### src/rtl/motor_feedback_multiturn_decoder_defines.svh
`ifndef MOTOR_FEEDBACK_MULTITURN_DECODER_DEFINES_SVH
`define MOTOR_FEEDBACK_MULTITURN_DECODER_DEFINES_SVH

// same-cycle implication, sampled on clk, off during rst
`define MFMD_ASSERT(lbl, ante, cons, msg) \
  lbl: assert property (@(posedge clk) disable iff (rst) (ante) |-> (cons)) \
    else $error(msg);

// next-cycle implication
`define MFMD_ASSERT_NEXT(lbl, ante, cons, msg) \
  lbl: assert property (@(posedge clk) disable iff (rst) (ante) |=> (cons)) \
    else $error(msg);

`endif

### src/rtl/mfmd_pkg.sv
`default_nettype none

package mfmd_pkg;

  localparam int NUM_MOTORS_DEF = 4;

  localparam int ID_W   = 11;
  localparam int PL_W   = 64;
  localparam int WORD_W = 16;
  localparam int TEMP_W = 8;
  localparam int TURN_W = 24;
  localparam int POS_W  = 41;
  localparam int FRAC_W = 20;

  localparam int MID_DEPTH = 2;
  localparam int OUT_DEPTH = 4;

  localparam logic [ID_W-1:0] BASE_ID_RST = 11'd513;

  localparam logic signed [TURN_W-1:0] TURN_MAX = 24'sd8388607;
  localparam logic signed [TURN_W-1:0] TURN_MIN = -24'sd8388607;
  localparam logic signed [WORD_W:0]   HALF_REV = 17'sd4096;

  typedef struct packed {
    logic [WORD_W-1:0] angle;
    logic [WORD_W-1:0] speed_raw;
    logic [WORD_W-1:0] current_raw;
    logic [TEMP_W-1:0] temperature;
  } fields_t;

  typedef struct packed {
    logic [1:0]               motor_index;
    fields_t                  fields;
    logic signed [TURN_W-1:0] turns;
    logic signed [POS_W-1:0]  position;
  } result_t;

  // floor(ang * 65536 / 8191) = 8*ang + floor(8*ang / 8191).
  // With y = 8*ang = 8192*q0 + r0, y = 8191*q0 + (q0 + r0), and q0 + r0 < 2*8191,
  // so one compare fixes the quotient.
  function automatic logic [FRAC_W-1:0] frac_of(input logic [WORD_W-1:0] ang);
    logic [13:0] rem;
    logic        q_inc;
    rem   = {1'b0, ang[9:0], 3'b000} + {8'b0, ang[15:10]};
    q_inc = (rem >= 14'd8191);
    return {1'b0, ang, 3'b000} + {14'b0, ang[15:10]} + {19'b0, q_inc};
  endfunction

endpackage

`default_nettype wire

### src/rtl/motor_feedback_multiturn_decoder.sv
// An accepted item passes the input register, the item queue, the per-motor update stage
// and the result queue, in that order, before it reaches the result ports.
// Throughput: one item per cycle while no queue backs up; the read-modify-write of angle and
// turns lands at the take edge, so back-to-back items for one motor run at full rate.
// Frames whose identifier misses the motor window are dropped in the front and give no result.
// Reset (synchronous, rst high): queues emptied, base_id = 513, stored angles and turns = 0.
`default_nettype none

module motor_feedback_multiturn_decoder
  import mfmd_pkg::*;
#(
  parameter int NUM_MOTORS = NUM_MOTORS_DEF
) (
  input  wire logic                     clk,
  input  wire logic                     rst,
  input  wire logic                     push,
  output logic                          full,
  input  wire logic        [ID_W-1:0]   frame_id,
  input  wire logic        [PL_W-1:0]   payload,
  input  wire logic                     pop,
  output logic                          empty,
  output logic             [1:0]        motor_index,
  output logic             [WORD_W-1:0] angle,
  output logic             [WORD_W-1:0] speed_raw,
  output logic             [WORD_W-1:0] current_raw,
  output logic             [TEMP_W-1:0] temperature,
  output logic signed      [TURN_W-1:0] turns,
  output logic signed      [POS_W-1:0]  position,
  input  wire logic                     cfg_valid,
  output logic                          cfg_ready,
  input  wire logic        [ID_W-1:0]   cfg_data
);

  localparam int IDX_W = (NUM_MOTORS > 1) ? $clog2(NUM_MOTORS) : 1;
  localparam int ITEM_W = $bits(fields_t) + IDX_W;

  logic [ID_W-1:0]  base_id;
  logic             q_wr;
  fields_t          q_wr_fields;
  logic [IDX_W-1:0] q_wr_idx;
  logic             q_full;
  logic             q_rd;
  logic             q_empty;
  logic [ITEM_W-1:0] q_rd_data;
  result_t          res;

  assign cfg_ready = 1'b1;

  always_ff @(posedge clk) begin
    if (rst) begin
      base_id <= BASE_ID_RST;
    end else if (cfg_valid && cfg_ready) begin
      base_id <= cfg_data;
    end
  end

  mfmd_front #(
    .NUM_MOTORS(NUM_MOTORS),
    .IDX_W     (IDX_W)
  ) u_front (
    .clk     (clk),
    .rst     (rst),
    .base_id (base_id),
    .push    (push),
    .full    (full),
    .frame_id(frame_id),
    .payload (payload),
    .q_wr    (q_wr),
    .q_fields(q_wr_fields),
    .q_idx   (q_wr_idx),
    .q_full  (q_full)
  );

  mfmd_queue #(
    .WIDTH(ITEM_W),
    .DEPTH(MID_DEPTH)
  ) u_mid_queue (
    .clk    (clk),
    .rst    (rst),
    .wr_en  (q_wr),
    .wr_data({q_wr_idx, q_wr_fields}),
    .full   (q_full),
    .rd_en  (q_rd),
    .rd_data(q_rd_data),
    .empty  (q_empty),
    .count  ()
  );

  mfmd_back #(
    .NUM_MOTORS(NUM_MOTORS),
    .IDX_W     (IDX_W)
  ) u_back (
    .clk     (clk),
    .rst     (rst),
    .q_empty (q_empty),
    .q_rd    (q_rd),
    .q_fields(q_rd_data[$bits(fields_t)-1:0]),
    .q_idx   (q_rd_data[ITEM_W-1:$bits(fields_t)]),
    .pop     (pop),
    .empty   (empty),
    .res     (res)
  );

  assign motor_index = res.motor_index;
  assign angle       = res.fields.angle;
  assign speed_raw   = res.fields.speed_raw;
  assign current_raw = res.fields.current_raw;
  assign temperature = res.fields.temperature;
  assign turns       = res.turns;
  assign position    = res.position;

endmodule

`default_nettype wire

### src/rtl/mfmd_queue.sv
`default_nettype none

module mfmd_queue #(
  parameter int WIDTH = 8,
  parameter int DEPTH = 2,
  localparam int PTR_W = (DEPTH > 1) ? $clog2(DEPTH) : 1,
  localparam int CNT_W = $clog2(DEPTH + 1)
) (
  input  wire logic             clk,
  input  wire logic             rst,
  input  wire logic             wr_en,
  input  wire logic [WIDTH-1:0] wr_data,
  output logic                  full,
  input  wire logic             rd_en,
  output logic      [WIDTH-1:0] rd_data,
  output logic                  empty,
  output logic      [CNT_W-1:0] count
);

  logic [WIDTH-1:0] mem [DEPTH];
  logic [PTR_W-1:0] wr_ptr;
  logic [PTR_W-1:0] rd_ptr;
  logic             do_wr;
  logic             do_rd;

  assign full    = (count == CNT_W'(DEPTH));
  assign empty   = (count == '0);
  assign do_wr   = wr_en && !full;
  assign do_rd   = rd_en && !empty;
  assign rd_data = mem[rd_ptr];

  always_ff @(posedge clk) begin
    if (do_wr) begin
      mem[wr_ptr] <= wr_data;
    end
  end

  always_ff @(posedge clk) begin
    if (rst) begin
      wr_ptr <= '0;
      rd_ptr <= '0;
      count  <= '0;
    end else begin
      if (do_wr) begin
        wr_ptr <= (wr_ptr == PTR_W'(DEPTH - 1)) ? '0 : wr_ptr + 1'b1;
      end
      if (do_rd) begin
        rd_ptr <= (rd_ptr == PTR_W'(DEPTH - 1)) ? '0 : rd_ptr + 1'b1;
      end
      case ({do_wr, do_rd})
        2'b10:   count <= count + 1'b1;
        2'b01:   count <= count - 1'b1;
        default: count <= count;
      endcase
    end
  end

endmodule

`default_nettype wire

### src/rtl/mfmd_front.sv
`default_nettype none

module mfmd_front
  import mfmd_pkg::*;
#(
  parameter int NUM_MOTORS = NUM_MOTORS_DEF,
  parameter int IDX_W      = 2
) (
  input  wire logic             clk,
  input  wire logic             rst,
  input  wire logic [ID_W-1:0]  base_id,
  input  wire logic             push,
  output logic                  full,
  input  wire logic [ID_W-1:0]  frame_id,
  input  wire logic [PL_W-1:0]  payload,
  output logic                  q_wr,
  output fields_t               q_fields,
  output logic      [IDX_W-1:0] q_idx,
  input  wire logic             q_full
);

  logic             f_valid;
  fields_t          f_fields;
  logic [IDX_W-1:0] f_idx;
  logic             ready;
  logic [ID_W:0]    id_diff;
  logic             match;

  // frames below base_id show up as a borrow
  assign id_diff = {1'b0, frame_id} - {1'b0, base_id};
  assign match   = !id_diff[ID_W] && (id_diff[ID_W-1:0] < ID_W'(NUM_MOTORS));

  assign ready = !f_valid || !q_full;
  assign full  = !ready;

  always_ff @(posedge clk) begin
    if (rst) begin
      f_valid <= 1'b0;
    end else if (ready) begin
      f_valid <= push && match;
    end
  end

  always_ff @(posedge clk) begin
    if (ready && push) begin
      f_idx                <= id_diff[IDX_W-1:0];
      f_fields.angle       <= payload[63:48];
      f_fields.speed_raw   <= payload[47:32];
      f_fields.current_raw <= payload[31:16];
      f_fields.temperature <= payload[15:8];
    end
  end

  assign q_wr     = f_valid && !q_full;
  assign q_fields = f_fields;
  assign q_idx    = f_idx;

endmodule

`default_nettype wire

### src/rtl/mfmd_back.sv
`default_nettype none
`include "motor_feedback_multiturn_decoder_defines.svh"

module mfmd_back
  import mfmd_pkg::*;
#(
  parameter int NUM_MOTORS = NUM_MOTORS_DEF,
  parameter int IDX_W      = 2
) (
  input  wire logic             clk,
  input  wire logic             rst,
  input  wire logic             q_empty,
  output logic                  q_rd,
  input  wire fields_t          q_fields,
  input  wire logic [IDX_W-1:0] q_idx,
  input  wire logic             pop,
  output logic                  empty,
  output result_t               res
);

  localparam int CNT_W = $clog2(OUT_DEPTH + 1);

  logic        [WORD_W-1:0] last_angle [NUM_MOTORS];
  logic signed [TURN_W-1:0] turn_count [NUM_MOTORS];

  logic                     take;
  logic        [CNT_W-1:0]  out_count;
  logic        [CNT_W:0]    in_flight;
  logic                     out_full;
  logic                     out_push;
  result_t                  out_data;

  logic        [WORD_W-1:0] prev_angle;
  logic signed [TURN_W-1:0] prev_turns;
  logic signed [WORD_W:0]   delta;
  logic signed [TURN_W-1:0] turns_next;
  logic        [IDX_W+1:0]  idx_ext;

  logic                     s1_valid;
  logic        [1:0]        s1_index;
  fields_t                  s1_fields;
  logic signed [TURN_W-1:0] s1_turns;
  logic        [FRAC_W-1:0] s1_frac;
  logic        [POS_W-17:0] pos_gap;

  // only take an item when the result queue has room for it and the one in s1
  assign in_flight = {1'b0, out_count} + {{CNT_W{1'b0}}, s1_valid};
  assign take      = !q_empty && (in_flight < (CNT_W + 1)'(OUT_DEPTH));
  assign q_rd      = take;

  assign prev_angle = last_angle[q_idx];
  assign prev_turns = turn_count[q_idx];
  assign delta      = $signed({1'b0, q_fields.angle}) - $signed({1'b0, prev_angle});

  always_comb begin
    turns_next = prev_turns;
    if (delta < -HALF_REV && prev_turns < TURN_MAX) begin
      turns_next = prev_turns + 24'sd1;
    end
    if (delta > HALF_REV && prev_turns > TURN_MIN) begin
      turns_next = prev_turns - 24'sd1;
    end
  end

  assign idx_ext = {2'b00, q_idx};

  // per-motor read-modify-write lands at this edge, so a following item
  // for the same motor sees the new state
  always_ff @(posedge clk) begin
    if (rst) begin
      s1_valid <= 1'b0;
      for (int k = 0; k < NUM_MOTORS; k++) begin
        last_angle[k] <= '0;
        turn_count[k] <= '0;
      end
    end else begin
      s1_valid <= take;
      if (take) begin
        last_angle[q_idx] <= q_fields.angle;
        turn_count[q_idx] <= turns_next;
      end
    end
  end

  always_ff @(posedge clk) begin
    if (take) begin
      s1_index  <= idx_ext[1:0];
      s1_fields <= q_fields;
      s1_turns  <= turns_next;
      s1_frac   <= frac_of(q_fields.angle);
    end
  end

  assign out_push             = s1_valid;
  assign out_data.motor_index = s1_index;
  assign out_data.fields      = s1_fields;
  assign out_data.turns       = s1_turns;
  assign out_data.position    = $signed({s1_turns[TURN_W-1], s1_turns, 16'b0})
                              + $signed({{(POS_W-FRAC_W){1'b0}}, s1_frac});

  assign pos_gap = out_data.position[POS_W-1:16] - {s1_turns[TURN_W-1], s1_turns};

  mfmd_queue #(
    .WIDTH($bits(result_t)),
    .DEPTH(OUT_DEPTH)
  ) u_out_queue (
    .clk    (clk),
    .rst    (rst),
    .wr_en  (out_push),
    .wr_data(out_data),
    .full   (out_full),
    .rd_en  (pop),
    .rd_data(res),
    .empty  (empty),
    .count  (out_count)
  );

  `MFMD_ASSERT(a_out_room, s1_valid, !out_full, "result queue overflow")
  `MFMD_ASSERT(a_turn_floor, s1_valid, s1_turns >= TURN_MIN, "turn count below limit")
  `MFMD_ASSERT(a_pos_int, s1_valid, pos_gap <= 25'd8, "position integer part off turns")
  `MFMD_ASSERT_NEXT(a_take_lands, take, s1_valid, "taken item missing in s1")

endmodule

`default_nettype wire
### config.mk
export PLATFORM = sky130hd
export DESIGN_NAME = motor_feedback_multiturn_decoder
export DESIGN_NICKNAME = d
export VERILOG_FILES = /design/src/rtl/mfmd_pkg.sv /design/src/rtl/motor_feedback_multiturn_decoder.sv /design/src/rtl/mfmd_queue.sv /design/src/rtl/mfmd_front.sv /design/src/rtl/mfmd_back.sv
export VERILOG_INCLUDE_DIRS = /design/src /design/src/rtl
export SDC_FILE = /design/constraint.sdc
export NUM_CORES = 1
export LEC_CHECK = 0
export BUFFER_PORTS_ARGS = -buffer_cell sky130_fd_sc_hd__buf_2
export CAP_MARGIN = 20
export CORE_AREA = 4 4 284 286
export CTS_CLUSTER_DIAMETER = 30
export DETAILED_ROUTE_END_ITERATION = 7
export DIE_AREA = 0 0 288 290
export MAX_ROUTING_LAYER = met4
export PLACE_DENSITY_LB_ADDON = 0.15
export SYNTH_ARGS = -nofsm -noshare
export SYNTH_HDL_FRONTEND = slang
export SYNTH_SLANG_ARGS = --single-unit
### constraint.sdc
create_clock -name clk -period 27.2 [get_ports clk]
set_clock_uncertainty 0.05 [all_clocks]
set_input_delay 0 -clock clk [delete_from_list [all_inputs] [get_ports clk]]
set_output_delay 0 -clock clk [all_outputs]
set_load 0.03 [all_outputs]
==> results of run 1 <==
-- power breakdown --
| group | internal (mW) | switching (mW) | leakage (nW) |
|---|---|---|---|
| Combinational | 0.342 | 0.652 | 5.50 |
| Sequential | 1.85 | 0.0857 | 8.85 |
| Clock | 1.42 | 0.738 | 2.91 |
| Total | 3.61 | 1.48 | 17.3 |
-- cell type report --
cell class	count	area, µm²
Inverter	82	313
Multi-Input combinational cell	1137	9620
Tap cell	1050	1310
Sequential cell	955	28400
Clock inverter	129	1550
Clock buffer	199	4500
Fill cell	5767	29600
Timing Repair Buffer	412	2990
-- cells in the final DEF (no fill, tap or decap), drive strengths merged, types with 12 or more instances in the layout --
cell type    instances
a31oi               18
mux2                49
dlygate4sd3        164
mux2i               98
mux4               126
xor2                31
clkinv              77
nand2              157
o21ai               17
nor3                23
xnor2               51
nand3               59
nor2               244
edfxtp             928
ha                  46
nand4               17
a21oi               32
and3                18
bufinv              23
clkbuf             199
clkinvlp            15
nor4                19
a32oi               12
inv                 96
buf                248
dfxtp               27
a21o                13
-- critical path: stages, from the launching register on --
cell and delay, ns:
dfxtp_4 0.43, buf_4 0.69, mux2i_1 0.85, inv_1 0.35, ha_1 0.54, o21a_1 0.16, o31a_1 0.15, o21ai_0 0.11
a41o_1 0.26, a21oi_1 0.62, a41o_1 0.46, nor4_1 0.11, a21oi_1 0.19, xor2_1 0.52, inv_1 0.11
-- flip-flops by register name, indices dropped and copies added (netlist names), 2 cells and up, named ones only --
signal and cells:
u_back.last_angle 64, u_front.q_fields 56, u_mid_queue.count 2, u_back.u_out_queue.mem 492
u_back.out_data 56, u_back.u_out_queue.count 3, u_back.s1_turns 24, u_back.s1_frac 20
u_back.turn_count 96, u_mid_queue.mem 116, u_back.u_out_queue.wr_ptr 2, u_back.u_out_queue.rd_ptr 2
u_back.s1_index 2, u_front.q_idx 2, base_id 11
-- final timing paths --
check | start | endpoint | slack, ns | depth (start not counted)
worst max-delay path | register | u_back.s1_turns[7] | 21.16 | 14
worst min-delay path | push | u_front.q_fields[55] | 0.14 | 3
worst max register to register | register | u_back.s1_turns[7] | 21.16 | 14
worst min register to register | u_front.q_fields[0] | u_mid_queue.mem[1][0] | 0.39 | 0
-- cells by family (layout without fill, tap and decap cells) --
| group | after synthesis | in the layout | share of synthesized area |
|---|---|---|---|
| AOI/OAI and AO/OA | 138 | 138 | 0.0259 |
| xor gates and xnor gates | 82 | 82 | 0.0199 |
| adders and majority gates | 51 | 51 | 0.0174 |
| buffers and inverters | 174 | 822 | 0.0195 |
| DFF | 955 | 955 | 0.733 |
| muxes | 273 | 273 | 0.114 |
| other | 1 | 1 | 0.0000968 |
| and+or+nand+nor | 592 | 592 | 0.0702 |
-- Yosys cell counts (4+ instances only) --
| master | number | area [µm²] |
|---|---|---|
| a32oi_1 | 11 | 96.3 |
| mux4_2 | 126 | 2840 |
| or3_1 | 8 | 50.1 |
| a211o_1 | 5 | 43.8 |
| nor4_1 | 17 | 106 |
| fa_1 | 5 | 100 |
| nor3_1 | 22 | 110 |
| nand3b_1 | 4 | 30.0 |
| a31oi_2 | 4 | 50.1 |
| nand2_1 | 157 | 589 |
| o21ai_0 | 17 | 85.1 |
| nand2b_1 | 10 | 62.6 |
| a21oi_1 | 32 | 160 |
| buf_2 | 6 | 30.0 |
| xnor2_1 | 47 | 412 |
| buf_6 | 5 | 56.3 |
| xnor2_2 | 4 | 65.1 |
| inv_1 | 79 | 297 |
| clkbuf_1 | 52 | 195 |
| nor2b_1 | 10 | 62.6 |
| nor3b_1 | 4 | 30.0 |
| nor4b_1 | 4 | 35.0 |
| and3_1 | 18 | 113 |
| buf_1 | 24 | 90.1 |
| a21o_1 | 13 | 97.6 |
| mux2_2 | 47 | 529 |
| o211ai_1 | 5 | 37.5 |
| a31oi_1 | 14 | 87.6 |
| ha_1 | 46 | 576 |
| nand4_1 | 16 | 100 |
| mux2i_1 | 96 | 961 |
| edfxtp_1 | 928 | 27900 |
| nand3_1 | 58 | 290 |
| xor2_1 | 28 | 245 |
| a211oi_1 | 5 | 37.5 |
| dfxtp_1 | 27 | 541 |
| nor2_1 | 243 | 912 |
-- per-stage QoR --
step / area, µm² / setup WS [ns] / utilization / std cells
after floorplan: 38700 / 15.14 / - / 2266
after global placement: 41000 / 21.04 / 0.523 / 3471
after detailed placement: 41000 / 20.91 / 0.523 / 3471
after CTS: 48700 / 20.87 / 0.622 / 3963
after global routing: 48700 / 20.73 / 0.622 / 3964
final: 48700 / 21.16 / 0.622 / 3964
-- per-layer routing --
metal  global-route usage  share of wire
met5                    -              0
met4               0.0514          0.016
met3               0.0421          0.058
met2                0.344           0.51
met1                0.266           0.42
-- what timing repair did --
action / 4_1_cts / 5_1_grt
endpoints found under the hold margin: 88 / 0
setup buffers: 0 / 0
endpoints found under the setup margin: 0 / 0
hold buffers: 164 / 0
==> results.cfg, run 1 <==
[run_status]
status = finished clean

[global_routing]
grt_max_degree = 67
grt_pass1_vias = 22900
grt-ovfl-total = 0
grt_use_total = 0.208
grt_pass1_wl_um = 129000
antenna_found_initial = 0

[die]
ios = 217
fp.dieW_um = 288
rows = 103
core_area_mm2 = 0.0784
dieArea_mm2 = 0.0835
die-height_um = 290
start_util = 0.494

[sta]
hold_slack_ns = 0.140
max_slew_margin = 0.310
setup_viol = 0
rsz0062_at_grt = false
period_minus_slack_ns = 6.04
setup_tns_ns = 0
hold_viol = 0
fin_crit_sh = 0.222
tightest_slew_ns = 1.03
max_freq_ghz = 0.166
slew_violations = 0

[layout]
nets = 2906
drive_above_1_share = 0.256
area_growth_pct = 25.8
diodes = 0

[synthesis]
ys_types = 85
synth_area_mm2 = 0.0387
synthCells = 2266
synthArstFlopShare = 0
seq_area_frac_synth = 0.733
synth_edf_count = 928
synth_seq_cells = 955
ys_warn_count = 0
synth_fp_nets = 2408
avgSynthCellArea_um2 = 17.1
yosys_most_used_dff = edfxtp_1

[clock_tree]
clk_pin_slew_ns = 0.04
clock-root-buffer = clkbuf_16
insertion_delay_ns = 0.74
cts_buffer_depth = 3
clock_sinks = 955
cts_resized = 0
htreeDepth = 4
numCtsBuffers = 176
cts_tree = yes

[routing]
drt_iter0_drc = 1558
vias = 21500
vias_per_cell = 5.43
final_antenna_net_count = 0
wire_per_inst_um = 21.1
routed_wl_um = 83500
drc_errors = 0
dr.pass1.iters = 5

[pwr]
power-per-cell-area_mw_per_mm2 = 104
peakVddDrop_v = 0.0000622
power.leakage_nw = 17.3
power_mw = 5.09

[placement]
port_buffers = 207
dpl.hpwl_um = 48300
gp_congestion = 0.851

[min_path]
min_path_type = in -> reg

[critical_path]
cp.required_ns = 27.56
worstPathArrival_ns = 6.40
worstSetupPathType = reg -> reg
worstPathMaxFanout = 54
start_kind = register
cp-end-kind = register

[flow_run]
drv_cap = 0
No activity file was read; power rests on OpenSTA's default activity.
==> run 2, diff against run 1 <==
--- a/config.mk
+++ b/config.mk
@@ -6,12 +6,13 @@
 export SDC_FILE = /design/constraint.sdc
 export NUM_CORES = 1
 export LEC_CHECK = 0
+export ABC_AREA = 1
 export BUFFER_PORTS_ARGS = -buffer_cell sky130_fd_sc_hd__buf_2
 export CAP_MARGIN = 20
-export CORE_AREA = 4 4 284 286
+export CORE_AREA = 4 4 290 292
 export CTS_CLUSTER_DIAMETER = 30
 export DETAILED_ROUTE_END_ITERATION = 7
-export DIE_AREA = 0 0 288 290
+export DIE_AREA = 0 0 294 296
 export MAX_ROUTING_LAYER = met4
 export PLACE_DENSITY_LB_ADDON = 0.15
 export SYNTH_ARGS = -nofsm -noshare
==> constraint.sdc (replaced) <==
create_clock -name clk -period 5.4 [get_ports clk]
set_clock_uncertainty 0.05 [all_clocks]
set_input_delay 0 -clock clk [delete_from_list [all_inputs] [get_ports clk]]
set_output_delay 0 -clock clk [all_outputs]
set_load 0.03 [all_outputs]
==> results.cfg, run 2 <==
[placement]
dp.cells = 4603
port_buffers = 207
gp_congestion = 0.958
pre_cts_ws_ns = 0.384
dpl.hpwl_um = 57900

[routing]
wire_per_inst_um = 19.8
drc_errors = 0
vias_per_cell = 5.40
final_antenna_net_count = 0
drt_iter0_drc = 1956
dr.pass1.iters = 6
routed_wl_um = 100000
vias = 27400

[sta]
max_slew_margin = 0.248
hold_viol = 0
hold_slack_ns = 0.0982
period_minus_slack_ns = 4.77
tightest_slew_ns = 1.13
max_freq_ghz = 0.209
setup_viol = 0
layout_setup_ws_ns = 0.625
fin_crit_sh = 0.884
slew_violations = 0
rsz0062_at_grt = false

[synthesis]
synth_edf_count = 928
ys_types = 52
synth_top_area_frac = 0.687
seq_area_frac_synth = 0.700
ys_top_cells_by_area = edfxtp_1 (69%), nand2_1 (6.3%), nor2_1 (4.0%)
avgSynthCellArea_um2 = 11.8
synth_fp_nets = 3576
synth_area_mm2 = 0.0406
synth_seq_cells = 955
synth_most_common_cell = edfxtp_1
ys_warn_count = 0
synthCells = 3434
synthArstFlopShare = 0
synth_top_cells_by_count = edfxtp_1 (928), nand2_1 (678), nor2_1 (430), o21ai_0 (284), inv_1 (168)
yosys_most_used_dff = edfxtp_1
yosysTopAreaCell = edfxtp_1

[die]
rows = 105
core_area_mm2 = 0.0816
fp.dieW_um = 294
die-height_um = 296
dieArea_mm2 = 0.0870
start_util = 0.497
ios = 217

[global_routing]
grt_pass1_wl_um = 154000
use_met1 = 0.301
grt_use_met2 = 0.394
grt_max_degree = 136
grtUsageMet3 = 0.0450
grt_pass1_vias = 27200
grt.busiest_layer = met2
grt-ovfl-total = 0
antenna_found_initial = 1
grt_use_total = 0.238

[pwr]
power_mw = 29.5
peakVddDrop_v = 0.000351
power-per-cell-area_mw_per_mm2 = 592
power.leakage_nw = 18.9

[clock_tree]
numCtsBuffers = 168
insertion_delay_ns = 0.74
cts_tree = yes
post-cts-setup-buffer-count = 0
clk_pin_slew_ns = 0.05
cts_buffer_depth = 3
clock-root-buffer = clkbuf_16
clock_sinks = 955
htreeDepth = 4

[critical_path]
reg2reg_depth = 26
cpPeakStageDelay_ns = 0.47
cpMostUsedCell = inv_1
cp.required_ns = 5.82
start_kind = register
critical_path.endpoint = u_back.s1_frac[18]
worstPathArrival_ns = 5.19
cp-end-kind = register
worstSetupPathType = reg -> reg
r2r-end = u_back.s1_frac[18]
worstPathMaxFanout = 24
cp_slowest_cell = ha_2
reg2reg_setup_slack_ns = 0.63

[layout]
multi_input_area_mm2 = 0.0108
n_fill_cell = 6421
seq_area_mm2 = 0.0284
largest_register_ffs = 492
layout_commonest_cell = edfxtp_1
regMostFlops = u_back.u_out_queue.mem
fin_cells = 5072
nets = 4004
drive_above_1_share = 0.158
largest_registers = u_back.u_out_queue.mem (492), u_mid_queue.mem (116), u_back.turn_count (96)
area_growth_pct = 22.9
final_cell_mix = edfxtp_1 (928), nand2_1 (675), nor2_1 (424)

[min_path]
min_path_type = in -> reg
hold_start = rst

[run_status]
status = finished clean

[flow_run]
drv_cap = 0
[run 2: cell count changes after synthesis, sizes merged, moves of 49 or more]
| cell | change |
|---|---|
| mux4 | -126 |
| o21ai | +281 |
| mux2i | -98 |
| a21oi | +118 |
| clkbuf | +63 |
| nand2 | +561 |
| nand3 | +122 |
| mux2 | -49 |
| inv | +93 |
| o22ai | +123 |
| nor2 | +199 |
[run 2: what timing repair did]
| action | CTS | global route |
|---|---|---|
| hold endpoints to repair | 80 | 0 |
| resized for setup | 0 | 6 |
| hold buffers | 159 | 0 |
| endpoints found under the setup margin | 0 | 3 |
[run 2: cell families after synthesis]
| kind of cell | count (synthesis) | share of synthesized area |
|---|---|---|
| fa+ha+maj | 51 | 0.0167 |
| compound gates | 601 | 0.0816 |
| buf+inv | 336 | 0.0354 |
| other cells | 1 | 0.0000924 |
| flops | 955 | 0.700 |
| xor+xnor | 77 | 0.0166 |
| simple gates | 1413 | 0.150 |
[run 2: through the flow]
| stage | utilization | cell area, µm² | TNS (ns) |
|---|---|---|---|
| finish | 0.611 | 49800 | 0 |
| global route | 0.611 | 49800 | 0 |
| CTS | 0.611 | 49800 | 0 |
| detailed placement | 0.524 | 42700 | 0 |
| global placement | 0.524 | 42700 | 0 |
| floorplan | - | 40600 | -578.33 |
[run 2: worst min-delay path by stage]
stage,endpoint,slack [ns],depth (start not counted)
4_1_cts,u_front.f_valid,0.005,3
5_1_grt,u_back.u_out_queue.wr_ptr[0],0.08,3
6_report,u_front.f_valid,0.1,3
3_3_place_gp,u_front.q_fields[29],0.13,1
2_1_floorplan,u_front.f_valid,0.02,1
3_5_place_dp,u_front.q_fields[14],0.13,1
[run 2: cell type report]
cell class,instances,area share
sequential,955,0.570
multi-input combinational,2143,0.217
clock buffer,196,0.0879
timing repair buffer,416,0.0621
clock inverter,113,0.0225
antenna,1,0.0000502
tap,1070,0.0269
inverter,178,0.0137
[run 2: power breakdown]
part           switching, mW  total (mW)  internal [mW]
sequential             0.798        11.0           10.2
combinational           6.31        8.53           2.21
clock                   3.59        10.0           6.43
[run 2: critical path: cells and delay by family (launching register included)]
| family | cells | cell delay (ns) |
|---|---|---|
| AND/OR/NAND/NOR | 11 | 1.48 |
| XOR/XNOR | 1 | 0.09 |
| adder cells (fa/ha/maj) | 3 | 0.83 |
| flip-flops | 1 | 0.45 |
| buffers and inverters | 6 | 0.64 |
| AO/OA/AOI/OAI | 5 | 0.94 |
[run 2: metal layers]
metal | vias to the layer above | share of wire
li1 | 13100 | -
met1 | 13300 | 0.42
met2 | 782 | 0.50
met3 | 172 | 0.056
met4 | 0 | 0.026
met5 | - | 0
